`src/design/tun_pkg.sv`:
```
// ----------------------------------------------------------------------------
// tun_pkg: shared types and constants of the triangle unit normal block
// Holds the control word that travels next to the arithmetic pipeline.
// ----------------------------------------------------------------------------
package tun_pkg;

  // Number of normal components handled side by side
  localparam int unsigned LANES = 3;

  // Fixed width of one normal component on the result word (Q2.14)
  localparam int unsigned OUT_W = 16;

  // Control word that rides along the pipeline next to the data
  typedef struct packed {
    logic             valid;
    logic             degen;
    logic [LANES-1:0] neg;
  } ctl_t;

endpackage

```
`src/design/tun_div_cell.sv`:
```
// ----------------------------------------------------------------------------
// tun_div_cell: one restoring division step for all three lanes
// Produces one quotient bit of c^2 * 4^(F+1) / s per lane and passes the
// partial remainder and the divisor to the next cell.
// ----------------------------------------------------------------------------
module tun_div_cell #(
  parameter int unsigned SW    = 74,
  parameter int unsigned UW    = 31,
  parameter bit          FIRST = 1'b0
) (
  input  logic          clk_i,
  input  logic          en_i,
  input  logic [SW-1:0] rem_i [tun_pkg::LANES],
  input  logic [UW-1:0] u_i   [tun_pkg::LANES],
  input  logic [SW-1:0] s_i,
  output logic [SW-1:0] rem_o [tun_pkg::LANES],
  output logic [UW-1:0] u_o   [tun_pkg::LANES],
  output logic [SW-1:0] s_o
);

  localparam int unsigned L = tun_pkg::LANES;

  logic [SW:0]   t    [L];
  logic [SW:0]   diff [L];
  logic [L-1:0]  ge;
  logic [SW-1:0] rem_d [L];
  logic [UW-1:0] u_d   [L];

  // first cell compares without shifting
  always_comb begin
    for (int l = 0; l < L; l++) begin
      t[l]     = FIRST ? {1'b0, rem_i[l]} : {rem_i[l], 1'b0};
      diff[l]  = t[l] - {1'b0, s_i};
      ge[l]    = (t[l] >= {1'b0, s_i});
      rem_d[l] = ge[l] ? diff[l][SW-1:0] : t[l][SW-1:0];
      u_d[l]   = {u_i[l][UW-2:0], ge[l]};
    end
  end

  always_ff @(posedge clk_i) begin
    if (en_i) begin
      rem_o <= rem_d;
      u_o   <= u_d;
      s_o   <= s_i;
    end
  end

endmodule

```
`config.mk`:
```
export PLATFORM = sky130hd
export DESIGN_NAME = tun_div_cell
export DESIGN_NICKNAME = d
export VERILOG_FILES = /design/src/design/tun_pkg.sv /design/src/design/tun_div_cell.sv
export SDC_FILE = /design/constraint.sdc
export NUM_CORES = 1
export LEC_CHECK = 0
export BUFFER_PORTS_ARGS = -buffer_cell sky130_fd_sc_hd__buf_2
export CORE_AREA = 4 4 300 302
export CTS_BUF_LIST = sky130_fd_sc_hd__clkbuf_2
export DETAILED_ROUTE_END_ITERATION = 10
export DIE_AREA = 0 0 304 306
export PLACE_DENSITY_LB_ADDON = 0.1
export SLEW_MARGIN = 15
export SYNTH_ARGS = -nofsm -noshare
export SYNTH_HDL_FRONTEND = slang
export SYNTH_SLANG_ARGS = --single-unit
export TNS_END_PERCENT = 50
```
`constraint.sdc`:
```
create_clock -name clk_i -period 3.5 [get_ports clk_i]
set_input_delay 0.175 -clock clk_i [delete_from_list [all_inputs] [get_ports clk_i]]
set_output_delay 0.175 -clock clk_i [all_outputs]
set_load 0.005 [all_outputs]
```
==> run_summary.xml <==
<?xml version="1.0" encoding="UTF-8"?>
<metrics>
  <group name="run_status">
    <metric name="outcome" unit="">complete, no violations</metric>
  </group>
  <group name="floorplanning">
    <metric name="fp.dieArea" unit="sq mm">0.0930</metric>
    <metric name="floorplan.initialDensity" unit="%">32.0</metric>
    <metric name="die_width" unit="microns">304</metric>
    <metric name="boundaryPins" unit="">780</metric>
    <metric name="cell_rows" unit="">109</metric>
    <metric name="core_region_area" unit="sq mm">0.0877</metric>
    <metric name="die_height" unit="microns">306</metric>
  </group>
  <group name="critical_path">
    <metric name="critical_path_required" unit="ns">4.48</metric>
    <metric name="critPathMaxFanout" unit="">9</metric>
    <metric name="cp_cell_sequence" unit="">dlygate4sd3_1 -&gt; buf_2 -&gt; dlygate4sd3_1 -&gt; ha_1 -&gt; nand2_2 -&gt; buf_4 -&gt; nor2_1 -&gt; a22oi_1 -&gt; nand2_1 -&gt; nor3b_2 -&gt; o311a_1 -&gt; nor2_1 -&gt; a21o_1 -&gt; o21ai_4 -&gt; buf_12 -&gt; mux2_2 -&gt; dlygate4sd3_1</metric>
    <metric name="cpMaxStageDelayCell" unit="">sky130_fd_sc_hd__dlygate4sd3_1</metric>
    <metric name="critical_path_arrival" unit="ns">4.46</metric>
    <metric name="critical_path.startpoint_type" unit="">input port</metric>
    <metric name="path_delay_family" unit="">buffers and inverters</metric>
    <metric name="crit_path_frequent_cell" unit="">sky130_fd_sc_hd__dlygate4sd3_1</metric>
    <metric name="max_stage_delay" unit="ns">0.58</metric>
    <metric name="critical_path.n_buffers_inverters" unit="">6</metric>
    <metric name="path_class" unit="">in2reg</metric>
    <metric name="endpoint_kind" unit="">flip-flop</metric>
  </group>
  <group name="sta">
    <metric name="hold_viol" unit="">0</metric>
    <metric name="min_period" unit="ns">3.48</metric>
    <metric name="rsz0062_at_grt" unit="">yes</metric>
    <metric name="setup-violations-final" unit="">0</metric>
    <metric name="fin_ws" unit="ns">0.0219</metric>
    <metric name="post-route-period-util" unit="%">99.4</metric>
    <metric name="fmax" unit="GHz">0.288</metric>
    <metric name="max_slew.worst_pin.slew" unit="ns">0.668</metric>
    <metric name="slew_headroom" unit="%">54.8</metric>
    <metric name="maxSlewViolCount" unit="">0</metric>
  </group>
  <group name="global_route">
    <metric name="grt_antenna_before_repair" unit="">23</metric>
    <metric name="grt_start_max_net_pins" unit="">81</metric>
    <metric name="first_global_vias" unit="">33200</metric>
    <metric name="grt_overflow" unit="">0</metric>
    <metric name="grt_pass1_wl" unit="mm">207</metric>
    <metric name="grt_util_overall" unit="%">29.2</metric>
  </group>
  <group name="cts">
    <metric name="cts.reportedPaths.clkPinSlew" unit="ns">0.13</metric>
    <metric name="numClockSinks" unit="">389</metric>
    <metric name="cts-htree-levels" unit="">3</metric>
    <metric name="tritoncts_clock_tree" unit="">done</metric>
    <metric name="cts_inserted_buffers" unit="">109</metric>
    <metric name="cts.path.max_buffers" unit="">3</metric>
    <metric name="clockRootBuffer" unit="">sky130_fd_sc_hd__clkbuf_2</metric>
  </group>
  <group name="routing">
    <metric name="antenna_violating_nets_post_route" unit="">0</metric>
    <metric name="detailroute.via_count" unit="">32800</metric>
    <metric name="viasPerCell" unit="">5.00</metric>
    <metric name="totalWireLength" unit="mm">144</metric>
    <metric name="wire_per_inst" unit="microns">21.9</metric>
    <metric name="drt_first_iter_violations" unit="">2380</metric>
    <metric name="number_of_iterations_in_the_first_detailed_routing_pass" unit="">6</metric>
    <metric name="drt_drc" unit="">0</metric>
  </group>
  <group name="layout">
    <metric name="num-nets-final" unit="">5898</metric>
    <metric name="non_filler_instance_count_after_layout" unit="">6555</metric>
    <metric name="nFillCells" unit="">8012</metric>
    <metric name="final_layout_size_suffix_gt1_share" unit="%">33.2</metric>
    <metric name="final_common_cell" unit="">sky130_fd_sc_hd__dlygate4sd3_1</metric>
    <metric name="area.growth.synth_to_final" unit="%">74.5</metric>
    <metric name="most-common-layout-cells" unit="">sky130_fd_sc_hd__dlygate4sd3_1 (933), sky130_fd_sc_hd__buf_2 (775), sky130_fd_sc_hd__buf_4 (657)</metric>
  </group>
  <group name="synthesis">
    <metric name="synth.largest_area_cell" unit="">sky130_fd_sc_hd__edfxtp_1</metric>
    <metric name="synthDominantCellAreaShare" unit="%">41.6</metric>
    <metric name="synth_nets" unit="">3524</metric>
    <metric name="ys_async_sr_fraction" unit="%">0</metric>
    <metric name="synth.lib_cells_used.distinct" unit="">92</metric>
    <metric name="post_synth_main_area_contributors" unit="">sky130_fd_sc_hd__edfxtp_1 (42%), sky130_fd_sc_hd__ha_1 (9.9%), sky130_fd_sc_hd__o21ai_0 (4.9%)</metric>
    <metric name="ys_seq_area_share" unit="%">41.6</metric>
    <metric name="synth_seq_cells" unit="">389</metric>
    <metric name="syn-instance-count" unit="">2908</metric>
    <metric name="synth_area" unit="sq mm">0.0281</metric>
    <metric name="synth.avg_cell_area" unit="sq um">9.66</metric>
    <metric name="yosys_warnings" unit="">0</metric>
    <metric name="synth_ff_type" unit="">sky130_fd_sc_hd__edfxtp_1</metric>
    <metric name="synth_enable_flop_cells" unit="">389</metric>
  </group>
  <group name="placed_design">
    <metric name="detailedPlacementHpwl" unit="mm">109</metric>
    <metric name="io_buffers" unit="">776</metric>
    <metric name="place.gp.congestion" unit="">0.941</metric>
    <metric name="dpl.cell_count" unit="">5377</metric>
    <metric name="pre_cts_setup_slack" unit="ns">-0.465</metric>
  </group>
  <group name="worst_hold_path">
    <metric name="holdCritPathClass" unit="">in2reg</metric>
    <metric name="hold_ep" unit="">rem_o[161]</metric>
    <metric name="min_path_cells" unit="">5</metric>
    <metric name="hold_start" unit="">rem_i[160]</metric>
  </group>
  <group name="job">
    <metric name="max_cap_violations" unit="">0</metric>
  </group>
  <group name="pwr">
    <metric name="ir_worst_vdd" unit="mV">0.310</metric>
    <metric name="p_leak" unit="uW">0.0221</metric>
    <metric name="cellPowerDensity" unit="mW/mm^2">344</metric>
  </group>
</metrics>
area by class of cell:
| class | instances | area, sq um | share of cell area, % |
|---|---|---|---|
| Tap cell | 1165 | 1460 | 2.97 |
| Timing Repair Buffer | 2397 | 18800 | 38.3 |
| Multi-Input combinational cell | 2250 | 15400 | 31.5 |
| Clock inverter | 56 | 377 | 0.768 |
| Sequential cell | 389 | 11700 | 23.8 |
| Clock buffer | 146 | 731 | 1.49 |
| Antenna cell | 17 | 42.5 | 0.0868 |
| Inverter | 135 | 510 | 1.04 |
timing repair:
| action | 4_1_cts | 5_1_grt |
|---|---|---|
| setup endpoints to repair | 0 | 113 |
| endpoints found under the hold margin | 778 | 3 |
| gates resized for setup | 0 | 67 |
| hold buffers | 935 | 3 |
| buffers inserted | 0 | 18 |
Yosys cell counts (15+ instances only):
| cell | instances |
|---|---|
| sky130_fd_sc_hd__clkbuf_1 | 97 |
| sky130_fd_sc_hd__a21oi_1 | 267 |
| sky130_fd_sc_hd__o21a_1 | 27 |
| sky130_fd_sc_hd__o21ai_1 | 18 |
| sky130_fd_sc_hd__nand2_1 | 357 |
| sky130_fd_sc_hd__mux2_4 | 43 |
| sky130_fd_sc_hd__o211ai_1 | 17 |
| sky130_fd_sc_hd__o21bai_1 | 43 |
| sky130_fd_sc_hd__xnor2_1 | 122 |
| sky130_fd_sc_hd__buf_2 | 26 |
| sky130_fd_sc_hd__o21ai_0 | 277 |
| sky130_fd_sc_hd__and3_1 | 25 |
| sky130_fd_sc_hd__inv_1 | 134 |
| sky130_fd_sc_hd__o31ai_1 | 20 |
| sky130_fd_sc_hd__mux2_2 | 18 |
| sky130_fd_sc_hd__nand4_1 | 76 |
| sky130_fd_sc_hd__nor3_1 | 40 |
| sky130_fd_sc_hd__xor2_1 | 84 |
| sky130_fd_sc_hd__edfxtp_1 | 389 |
| sky130_fd_sc_hd__nor2_1 | 132 |
| sky130_fd_sc_hd__nor2b_1 | 23 |
| sky130_fd_sc_hd__nand3_1 | 56 |
| sky130_fd_sc_hd__a211oi_1 | 15 |
| sky130_fd_sc_hd__nand2b_1 | 20 |
| sky130_fd_sc_hd__a21o_1 | 124 |
| sky130_fd_sc_hd__ha_1 | 222 |
| sky130_fd_sc_hd__a31oi_1 | 25 |
cell families after synthesis:
family / after synthesis / share of synthesized area, %
compound gates: 948 / 21.1
fa+ha+maj: 225 / 10.1
flops: 389 / 41.6
buf+inv: 269 / 4.16
simple gates: 802 / 13.3
mux: 69 / 3.33
xor+xnor: 206 / 6.42
worst max-delay path by stage:
stage,from,endpoint,slack [ns],cells past startpoint
after detailed placement,s_i[1],rem_o[137],-0.46,17
after CTS,rem_i[160],rem_o[221],0.01,18
after global placement,s_i[1],rem_o[66],-0.45,15
after floorplan,s_i[40],rem_o[163],0.28,16
final,rem_i[56],rem_o[26],0.02,17
after global routing,rem_i[56],rem_o[1],-0.03,17
metal layers:
layer	GRT usage, %	up-vias	wire length (microns)
met1	35.5	15600	59300
met2	50.4	1218	69200
met4	12.0	12	5850
met3	6.09	262	9450
li1	-	15700	-
met5	0	-	70
per-stage QoR:
stage | TNS (ns) | utilization [%] | area, sq um | total power (uW) | hold WS [ns]
floorplan | 0 | - | 28100 | 8920 | 0.274
global placement | -50.33 | 43.3 | 38000 | 12000 | 0.352
detailed placement | -54.89 | 43.3 | 38000 | 12000 | 0.353
CTS | 0 | 55.2 | 48400 | 16800 | -0.377
global route | -0.105 | 55.9 | 49000 | 17800 | 0.0374
finish | 0 | 55.9 | 49000 | 16900 | 0.144
registers in the layout (all words and copies together), names as in the netlist:
register  count
rem_o       222
s_o          74
u_o          93
where the power goes:
part	switching, uW	leakage [uW]	internal (uW)
Combinational	3480	0.0175	3500
Sequential	227	0.00380	5890
Clock	2240	0.000786	1550
Total	5950	0.0221	10900
Power figures use the tool's default switching activity.
