<file path="src/design/tun_pkg.sv">
// ----------------------------------------------------------------------------
// tun_pkg: shared types and constants of the triangle unit normal block
// Holds the control word that travels next to the arithmetic pipeline.
// ----------------------------------------------------------------------------
package tun_pkg;

  // Number of normal components handled side by side
  localparam int unsigned LANES = 3;

  // Fixed width of one normal component on the result word (Q2.14)
  localparam int unsigned OUT_W = 16;

  // Control word that rides along the pipeline next to the data
  typedef struct packed {
    logic             valid;
    logic             degen;
    logic [LANES-1:0] neg;
  } ctl_t;

endpackage

</file>
<file path="src/design/tun_sqrt_cell.sv">
// ----------------------------------------------------------------------------
// tun_sqrt_cell: one digit-pair step of the integer square root
// Each cell tries one fixed power of four against the remaining value.
// ----------------------------------------------------------------------------
module tun_sqrt_cell #(
  parameter int unsigned RSW  = 32,
  parameter int unsigned NSQ  = 16,
  parameter int unsigned STEP = 0
) (
  input  logic           clk_i,
  input  logic           en_i,
  input  logic [RSW-1:0] v_i [tun_pkg::LANES],
  input  logic [RSW-1:0] r_i [tun_pkg::LANES],
  output logic [RSW-1:0] v_o [tun_pkg::LANES],
  output logic [RSW-1:0] r_o [tun_pkg::LANES]
);

  localparam int unsigned      L    = tun_pkg::LANES;
  localparam int unsigned      SH   = 2 * (NSQ - 1 - STEP);
  localparam logic [RSW-1:0]   BITV = RSW'(1) << SH;

  logic [RSW:0]   trial [L];
  logic [L-1:0]   ge;
  logic [RSW-1:0] v_d   [L];
  logic [RSW-1:0] r_d   [L];

  always_comb begin
    for (int l = 0; l < L; l++) begin
      trial[l] = {1'b0, r_i[l]} + {1'b0, BITV};
      ge[l]    = ({1'b0, v_i[l]} >= trial[l]);
      v_d[l]   = ge[l] ? (v_i[l] - trial[l][RSW-1:0]) : v_i[l];
      r_d[l]   = ge[l] ? ((r_i[l] >> 1) + BITV) : (r_i[l] >> 1);
    end
  end

  always_ff @(posedge clk_i) begin
    if (en_i) begin
      v_o <= v_d;
      r_o <= r_d;
    end
  end

endmodule

</file>
<file path="config.mk">
export PLATFORM = sky130hd
export DESIGN_NAME = tun_sqrt_cell
export DESIGN_NICKNAME = d
export VERILOG_FILES = /design/src/design/tun_pkg.sv /design/src/design/tun_sqrt_cell.sv
export SDC_FILE = /design/constraint.sdc
export NUM_CORES = 1
export LEC_CHECK = 0
export BUFFER_PORTS_ARGS = -buffer_cell sky130_fd_sc_hd__buf_2
export CAP_MARGIN = 20
export CORE_AREA = 2 2 167 169
export CTS_BUF_LIST = sky130_fd_sc_hd__clkbuf_16
export CTS_CLUSTER_SIZE = 40
export DETAILED_ROUTE_END_ITERATION = 12
export DIE_AREA = 0 0 169 171
export HOLD_SLACK_MARGIN = 0.02
export MAX_ROUTING_LAYER = met4
export PLACE_DENSITY = 0.76
export SYNTH_ARGS = -nofsm -noshare
export SYNTH_HDL_FRONTEND = slang
export SYNTH_SLANG_ARGS = --single-unit
export TNS_END_PERCENT = 10
</file>
<file path="constraint.sdc">
create_clock -name clk_i -period 3.4 [get_ports clk_i]
set_clock_uncertainty 0.05 [all_clocks]
set_input_delay 0.68 -clock clk_i [delete_from_list [all_inputs] [get_ports clk_i]]
set_output_delay 0.68 -clock clk_i [all_outputs]
set_load 0.03 [all_outputs]
</file>
==> results of run 1 <==
## power by group through the flow
stage | Combinational, uW | Clock, uW | Sequential (uW)
finish | 2710 | 2040 | 3010
detailed placement | 2670 | 0 | 3060
global placement | 2650 | 0 | 3050
floorplan | 1160 | 0 | 3610
global route | 2930 | 2140 | 3030
CTS | 2690 | 2070 | 3010
## cell families after synthesis
group                    count (synthesis)  synth area share (%)
buffers and inverters                  176                  5.82
XOR/XNOR                                72                  4.94
multiplexers                            32                  2.79
adder cells (fa/ha/maj)                102                  10.2
AO/OA/AOI/OAI                          379                  18.9
AND/OR/NAND/NOR                        324                  12.2
flip-flops                             192                  45.1
## area by class of cell
cell class                 instances  share of cell area (%)
timing repair buffer             516                    18.1
tap                              346                    2.61
sequential                       192                    34.8
inverter                         134                    3.03
clock inverter                    15                   0.921
antenna                            8                   0.121
clock buffer                      17                    2.57
multi-input combinational        909                    37.9
## metrics by stage
| stage | hold WS (ns) | worst slack [ns] |
|---|---|---|
| after detailed placement | 0.822 | -0.198 |
| after CTS | 0.346 | 0.259 |
| after floorplan | 0.729 | 0.110 |
| after global routing | 0.361 | 0.0263 |
| final | 0.368 | 0.219 |
| after global placement | 0.821 | -0.148 |
## registers in the layout, indices dropped and copies added, names as in the netlist
signal	flops
r_o	96
v_o	96
## layer usage
layer / vias up / part of all wire, % / GRT usage, %
met5: - / 0 / -
met4: 0 / 2.7 / 9.66
met3: 73 / 6.4 / 5.23
met2: 432 / 49 / 45.8
met1: 5485 / 42 / 32.4
li1: 5676 / - / -
## final timing paths
kind | endpoint | slack (ns) | depth (start not counted)
worst min-delay path | r_o[76]$_DFFE_PP_ | 0.37 | 1
worst max-delay path | v_o[58]$_DFFE_PP_ | 0.22 | 13
## timing repair
action / CTS / global route
endpoints found under the setup margin: 0 / 14
gates resized for setup: 0 / 1
buffers inserted: 0 / 0
## cell usage after synthesis, types with 13 or more instances
cell | number | area [um^2]
a211oi_1 | 14 | 105
a21o_1 | 37 | 278
a21oi_1 | 110 | 551
clkbuf_1 | 19 | 71.3
edfxtp_1 | 192 | 5770
ha_1 | 99 | 1240
inv_1 | 133 | 499
mux2_1 | 29 | 327
nand2_1 | 93 | 349
nand2b_1 | 13 | 81.3
nand3_1 | 35 | 175
nand4_1 | 20 | 125
nor2_1 | 84 | 315
nor2b_1 | 16 | 100
nor3_1 | 15 | 75.1
o21a_1 | 14 | 105
o21ai_0 | 62 | 310
o21ai_1 | 41 | 205
o31ai_1 | 15 | 113
xnor2_1 | 41 | 359
xor2_1 | 31 | 272
==> impl_metrics.py, run 1 <==
metrics = {
    "run_status": {
        "status": "finished clean",
    },
    "worst_setup_path": {
        "path_cells": "buf_2 > inv_1 > ha_1 > fa_1 > nor2b_1 > o2111ai_1 > a21o_1 > a2111oi_2 > buf_4 > nor3_1 > o31ai_1 > xor2_1 > mux2_1",
        "critPathBufInv": 3,
        "cp_slowest_cell": "fa_1",
        "crit_start": "v_i[32]",
        "critical_path_class": "primary input to flop",
        "required_ns": 3.55,
        "slowest_delay_ns": 0.40,
        "cp_top_family": "compound AO/OA/AOI/OAI gates",
        "cp-end-kind": "flop",
        "crit_path_start_kind": "primary input",
        "arrival_ns": 3.33,
        "critPathMaxFanout": 3,
    },
    "timing": {
        "setup_violations": 0,
        "finalMaxSlewViolations": 0,
        "post-route-period-util_pct": 93.6,
        "tightestPinTransition_ns": 0.619,
        "tns_ns": 0,
        "rsz0062_at_grt": "no",
        "hold_viol": 0,
        "fmax_mhz": 314,
        "slew_headroom_pct": 58.8,
        "final.min_clock_period_ns": 3.18,
    },
    "grt": {
        "antenna_found_initial": 6,
        "grt_max_degree": 63,
        "grt_usage_pct": 27.1,
        "overflow": 0,
        "grt_first_pass_wirelength_mm": 59.6,
        "grt_pass1_vias": 11600,
    },
    "finish": {
        "final_cells": 2137,
        "fill_cells": 2377,
        "mostFrequentLayoutCells": "buf_2 (384), edfxtp_1 (192), inv_1 (133), buf_4 (125), a21oi_1 (110)",
        "drive_above_1_share_pct": 32.0,
        "nets": 2066,
        "multiInputGateArea_mm2": 0.00628,
        "syn2layout_area_growth_pct": 29.8,
        "seq_area_mm2": 0.00577,
        "final_core_util_pct": 60.7,
        "mostFrequentLayoutCell": "buf_2",
        "final_cell_area_mm2": 0.0166,
    },
    "power_and_ir_drop": {
        "power.total_uw": 7750,
        "power_frac_seq_pct": 38.8,
        "max-vdd-ir-drop_mv": 0.293,
        "power_switching_share_pct": 35.8,
        "powerDensity_mw_per_mm2": 468,
        "comb_power_share_pct": 34.9,
        "internal_power_uw": 4980,
        "switching_power_uw": 2770,
        "p_leak_uw": 0.00771,
        "clkPwrFrac_pct": 26.3,
    },
    "logic_synthesis": {
        "synth_seq_cells": 192,
        "synth_top_flop_cell": "edfxtp_1",
        "synth-edff-count": 192,
        "ys_seq_area_share_pct": 45.1,
        "postSynth.asyncResetShare_pct": 0,
        "ys_warn_count": 0,
        "synthesis.nets": 1573,
        "ys_types": 77,
        "synth.avg_cell_area_um2": 10.0,
        "postSynthCellCount": 1277,
        "netlist_area_mm2": 0.0128,
    },
    "cts": {
        "clockBufferDepth": 2,
        "cts-root-buf": "clkbuf_16",
        "h-tree-depth": 4,
        "cts_num_sinks": 192,
        "cts_hold_buffers": 0,
        "tritoncts": "done",
        "cts_buffers": 17,
        "path_clk_slew_ns": 0.08,
    },
    "hold_path": {
        "hp-class": "primary input to flop",
        "hold_start": "r_i[77]",
    },
    "floorplan": {
        "die_h_um": 171,
        "fp.dieW_um": 169,
        "io_pins": 386,
        "dieArea_mm2": 0.0289,
        "start_util_pct": 46.7,
        "rows": 61,
        "coreArea_mm2": 0.0273,
    },
    "drt": {
        "wl_per_cell_um": 18.1,
        "vias_per_cell": 5.46,
        "dr_total_vias": 11700,
        "detail-route-antenna-nets": 0,
        "wl_mm": 38.6,
        "drt_iter0_drc": 798,
        "firstDrtPassIters": 5,
        "drc": 0,
    },
    "place": {
        "dp.final_hpwl_mm": 31.1,
        "gp_congestion": 0.960,
        "port_buffers": 385,
        "place_area_mm2": 0.0160,
        "dp.cells": 2097,
    },
    "job": {
        "maxCapViolations": 0,
    },
}
Power figures use the tool's default switching activity.
==> inputs of run 2 (changes only) <==
- GPL_TIMING_DRIVEN: default -> 0
- PLACE_DENSITY: 0.76 -> default
- PLACE_DENSITY_LB_ADDON: default -> 0.2
==> run 2 against run 1 <==
Sequential power hardly changed. Largest power group unchanged. Final area is 4.7% lower. Clock power is 7% lower. Via count is 3.3% lower. Routed wire length is 5.4% lower.
==> impl_metrics.py, run 2 (synthesis gave the netlist of run 1 again) <==
metrics = {
    "drt": {
        "wl_per_cell_um": 17.8,
        "wl_mm": 36.5,
        "dr_total_vias": 11300,
        "vias_per_cell": 5.50,
        "detail-route-antenna-nets": 0,
        "firstDrtPassIters": 5,
        "drt_iter0_drc": 777,
        "drc": 0,
    },
    "worst_setup_path": {
        "path_cells": "buf_2 > inv_1 > ha_1 > buf_2 > a2111oi_0 > o21ai_1 > o211ai_1 > a31oi_1 > a31oi_2 > o31ai_1 > a311o_1 > a31o_1",
        "crit_top_cell": "buf_2",
        "cp_top_family": "compound AO/OA/AOI/OAI gates",
        "cp-end-kind": "flop",
        "critPathMaxFanout": 7,
        "arrival_ns": 3.38,
        "crit_path_start_kind": "primary input",
        "crit_start": "r_i[44]",
        "slowest_delay_ns": 0.40,
        "critPathBufInv": 3,
        "cp.depth": 12,
        "cp_slowest_cell": "a31oi_2",
        "endpoint": "v_o[63]$_DFFE_PP_",
        "required_ns": 3.55,
        "critical_path_class": "primary input to flop",
    },
    "power_and_ir_drop": {
        "max-vdd-ir-drop_mv": 0.222,
        "switching_power_uw": 2630,
        "power.total_uw": 7420,
        "powerDensity_mw_per_mm2": 470,
        "comb_power_share_pct": 34.0,
        "clkPwrFrac_pct": 25.6,
        "power_switching_share_pct": 35.5,
        "p_leak_uw": 0.00719,
        "internal_power_uw": 4790,
        "power_frac_seq_pct": 40.4,
    },
    "floorplan": {
        "dieArea_mm2": 0.0289,
        "coreArea_mm2": 0.0273,
        "start_util_pct": 46.7,
        "fp.dieW_um": 169,
        "die_h_um": 171,
        "io_pins": 386,
        "rows": 61,
    },
    "job": {
        "maxCapViolations": 0,
    },
    "finish": {
        "syn2layout_area_growth_pct": 23.6,
        "fill_cells": 2487,
        "mostFrequentLayoutCell": "buf_2",
        "nets": 1979,
        "reg.largest.list": "r_o: 96 flops, v_o: 96 flops",
        "mostFrequentLayoutCells": "buf_2 (394), edfxtp_1 (192), inv_1 (136), a21oi_1 (109), ha_1 (99)",
        "drive_above_1_share_pct": 27.5,
        "final_core_util_pct": 57.8,
    },
    "timing": {
        "tightestPinTransition_ns": 0.699,
        "final.min_clock_period_ns": 3.23,
        "setup_violations": 0,
        "finalMaxSlewViolations": 0,
        "fmax_mhz": 310,
        "setup_slack_ns": 0.170,
        "post-route-period-util_pct": 95.0,
        "hold_viol": 0,
        "slew_headroom_pct": 53.4,
    },
    "grt": {
        "grt_usage_pct": 25.3,
        "grt_max_degree": 107,
        "overflow": 0,
        "grt_pass1_vias": 10700,
        "antenna_found_initial": 8,
        "grt_first_pass_wirelength_mm": 55.7,
    },
    "run_status": {
        "status": "finished clean",
    },
    "place": {
        "dp.final_hpwl_mm": 28.7,
        "place_ws_ns": -0.517,
        "gp_congestion": 0.945,
        "port_buffers": 385,
    },
    "cts": {
        "cts_buffers": 17,
        "h-tree-depth": 4,
        "tritoncts": "done",
        "clockBufferDepth": 2,
        "path_clk_slew_ns": 0.08,
        "cts_num_sinks": 192,
        "cts-root-buf": "clkbuf_16",
    },
    "hold_path": {
        "hold_depth": 1,
        "hp-class": "primary input to flop",
    },
}
run 2: changes by cell type in the layout (fill, tap and decap cells not counted), moves of 4 or more:
cell      delta
buf_2       +10
clkbuf_1    +19
buf_4      -116
buf_12       -5
inv_6        -4
run 2: worst min path at each step:
stage / from / to / slack [ns]
global route: r_i[2] / r_o[1]$_DFFE_PP_ / 0.35
floorplan: r_i[1] / r_o[0]$_DFFE_PP_ / 0.73
CTS: r_i[2] / r_o[1]$_DFFE_PP_ / 0.34
finish: r_i[2] / r_o[1]$_DFFE_PP_ / 0.36
detailed placement: r_i[88] / r_o[87]$_DFFE_PP_ / 0.82
global placement: r_i[55] / r_o[54]$_DFFE_PP_ / 0.82
run 2: power by group through the flow:
stage / logic (uW) / clock network, uW / registers, uW
final: 2520 / 1900 / 3000
after global routing: 2730 / 2020 / 3020
after CTS: 2500 / 1950 / 3000
after detailed placement: 2480 / 0 / 3050
after global placement: 2450 / 0 / 3060
after floorplan: 1160 / 0 / 3610
run 2: per-layer routing:
layer | vias up | share of wire (%) | track usage [%]
li1 | 5500 | - | -
met1 | 5338 | 44 | 31.6
met2 | 389 | 47 | 40.3
met3 | 57 | 7.0 | 6.48
met4 | 0 | 2.3 | 8.55
met5 | - | 0 | -
run 2: layout make-up:
cell class,instances,area (um^2),share of cell area (%)
multi-input cells,909,6330,40.1
clock inverters,15,106,0.673
diodes,8,20.0,0.127
plain buffers,42,243,1.54
well taps,346,433,2.74
repair buffers,387,1970,12.5
clock buffers,17,425,2.69
inverters,134,503,3.18
flip-flops and latches,192,5770,36.5
run 2: what timing repair did:
action	4_1_cts	5_1_grt
hold buffers	0	0
pin swaps	0	2
setup buffers	0	1
gates resized for setup	2	10
cloned	0	0
endpoints found under the setup margin	2	56
run 2: per-stage QoR:
stage | instance area [um^2] | std cells | setup TNS, ns | hold WS, ns
after CTS | 15700 | 2041 | 0 | 0.345
after global placement | 15100 | 2008 | -196.91 | 0.823
after floorplan | 12800 | 1277 | 0 | 0.729
after global routing | 15800 | 2050 | -0.000508 | 0.347
after detailed placement | 15200 | 2009 | -28.02 | 0.824
final | 15800 | 2050 | 0 | 0.362
==> inputs of run 3 (changes only) <==
- CORE_AREA: 2 2 167 169 -> 2 2 163 165
- DIE_AREA: 0 0 169 171 -> 0 0 165 167
- clock period: 3.4 -> 3.6 ns (I/O delays scaled with it)
==> run 3 against run 2 <==
Die area down 4.7%. Flip-flop and latch count unchanged. Highest routed layer unchanged. Final cell count down 0.49%. Clock-buffer cell count unchanged. Largest cell class unchanged. Global-route usage up 1.4 points. Clock power about the same. Final area about the same.
==> impl_metrics.py, run 3 (synthesis gave the netlist of run 1 again) <==
metrics = {
    "floorplan": {
        "die_h_um": 167,
        "dieArea_mm2": 0.0276,
        "fp.dieW_um": 165,
        "start_util_pct": 49.6,
        "io_pins": 386,
        "rows": 59,
        "coreArea_mm2": 0.0258,
    },
    "drt": {
        "firstDrtPassIters": 5,
        "vias_per_cell": 5.53,
        "detail-route-antenna-nets": 0,
        "dr_total_vias": 11300,
        "wl_per_cell_um": 17.8,
        "wl_mm": 36.3,
        "drc": 0,
        "drt_iter0_drc": 890,
    },
    "finish": {
        "drive_above_1_share_pct": 27.3,
        "final_cells": 2040,
        "reg.largest.list": "r_o: 96 flops, v_o: 96 flops",
        "mostFrequentLayoutCells": "buf_2 (394), edfxtp_1 (192), inv_1 (133), a21oi_1 (110), ha_1 (99)",
        "final_cell_area_mm2": 0.0158,
        "syn2layout_area_growth_pct": 23.6,
        "nets": 1978,
        "fill_cells": 2270,
        "mostFrequentLayoutCell": "buf_2",
    },
    "worst_setup_path": {
        "cp_top_family": "compound AO/OA/AOI/OAI gates",
        "critical_path_class": "primary input to flop",
        "critPathMaxFanout": 10,
        "critPathBufInv": 5,
        "cp-end-kind": "flop",
        "slowest_delay_ns": 0.37,
        "required_ns": 3.73,
        "crit_top_cell": "buf_2",
        "crit_path_start_kind": "primary input",
        "arrival_ns": 3.59,
        "path_cells": "buf_2 > inv_1 > ha_1 > buf_2 > nand4_1 > a211oi_1 > o21ai_1 > a31oi_1 > o31ai_2 > o21ai_1 > clkbuf_4 > buf_2 > a21oi_1",
        "cp_slowest_cell": "a31oi_1",
    },
    "hold_path": {
        "hp-class": "primary input to flop",
    },
    "place": {
        "port_buffers": 385,
        "place_ws_ns": -0.371,
        "dp.cells": 1998,
        "place_area_mm2": 0.0152,
        "gp_congestion": 0.901,
        "dp.final_hpwl_mm": 28.7,
    },
    "timing": {
        "hold_viol": 0,
        "post-route-period-util_pct": 96.2,
        "finalMaxSlewViolations": 0,
        "rsz0062_at_grt": "no",
        "setup_violations": 0,
        "tns_ns": 0,
        "setup_slack_ns": 0.138,
        "slew_headroom_pct": 52.6,
        "final.min_clock_period_ns": 3.46,
        "fmax_mhz": 289,
        "tightestPinTransition_ns": 0.711,
    },
    "cts": {
        "h-tree-depth": 4,
        "cts_buffers": 17,
        "clockBufferDepth": 2,
        "tritoncts": "done",
        "cts-root-buf": "clkbuf_16",
        "path_clk_slew_ns": 0.08,
        "cts_num_sinks": 192,
    },
    "job": {
        "maxCapViolations": 0,
    },
    "grt": {
        "grt_pass1_vias": 10900,
        "antenna_found_initial": 9,
        "grt_first_pass_wirelength_mm": 56.2,
        "overflow": 0,
        "grt_max_degree": 107,
        "grt_usage_pct": 26.7,
    },
    "run_status": {
        "status": "finished clean",
    },
    "power_and_ir_drop": {
        "powerDensity_mw_per_mm2": 451,
        "power.total_uw": 7120,
        "max-vdd-ir-drop_mv": 0.265,
        "p_leak_uw": 0.00720,
    },
}
[run 3: changes by cell type in the layout (fill, tap and decap cells not counted), sizes merged]
cell      delta
clkinvlp     -1
inv          +3
diode        +2
buf          -1
clkinv       -2
[run 3: cell type report]
class / count / area [um^2] / share of cell area, %
well taps: 335 / 419 / 2.65
flip-flops and latches: 192 / 5770 / 36.5
clock inverters: 15 / 154 / 0.975
plain buffers: 42 / 243 / 1.54
repair buffers: 386 / 1960 / 12.4
clock buffers: 17 / 425 / 2.69
diodes: 10 / 25.0 / 0.158
multi-input cells: 909 / 6290 / 39.8
inverters: 134 / 503 / 3.19
[run 3: path summary, 6_finish.rpt]
path	from	end	slack, ns	cells past startpoint
max	r_i[44]	v_o[53]$_DFFE_PP_	0.14	13
min	r_i[55]	r_o[54]$_DFFE_PP_	0.42	1
[run 3: per-stage QoR]
stage / utilization (%) / hold WS (ns)
3_5_place_dp: 58.8 / 0.862
6_report: 61.3 / 0.420
2_1_floorplan: - / 0.769
5_1_grt: 61.3 / 0.405
4_1_cts: 61.1 / 0.403
3_3_place_gp: 58.7 / 0.862
[run 3: power breakdown]
| group | switching, uW | internal (uW) |
|---|---|---|
| Combinational | 1560 | 811 |
| Clock | 940 | 982 |
| Sequential | 56.9 | 2770 |
[run 3: layer usage]
layer / global-route usage (%) / wire length (um) / up-vias
met5: - / 0 / -
met4: 7.18 / 734 / 0
met3: 5.70 / 2800 / 46
met2: 43.0 / 17400 / 427
met1: 34.0 / 15300 / 5311
li1: - / - / 5506
[run 3: repair_timing]
| action | CTS | global route |
|---|---|---|
| hold buffers | 0 | 0 |
| gates resized for setup | 0 | 5 |
| setup buffers | 0 | 0 |
| setup endpoints to repair | 0 | 20 |
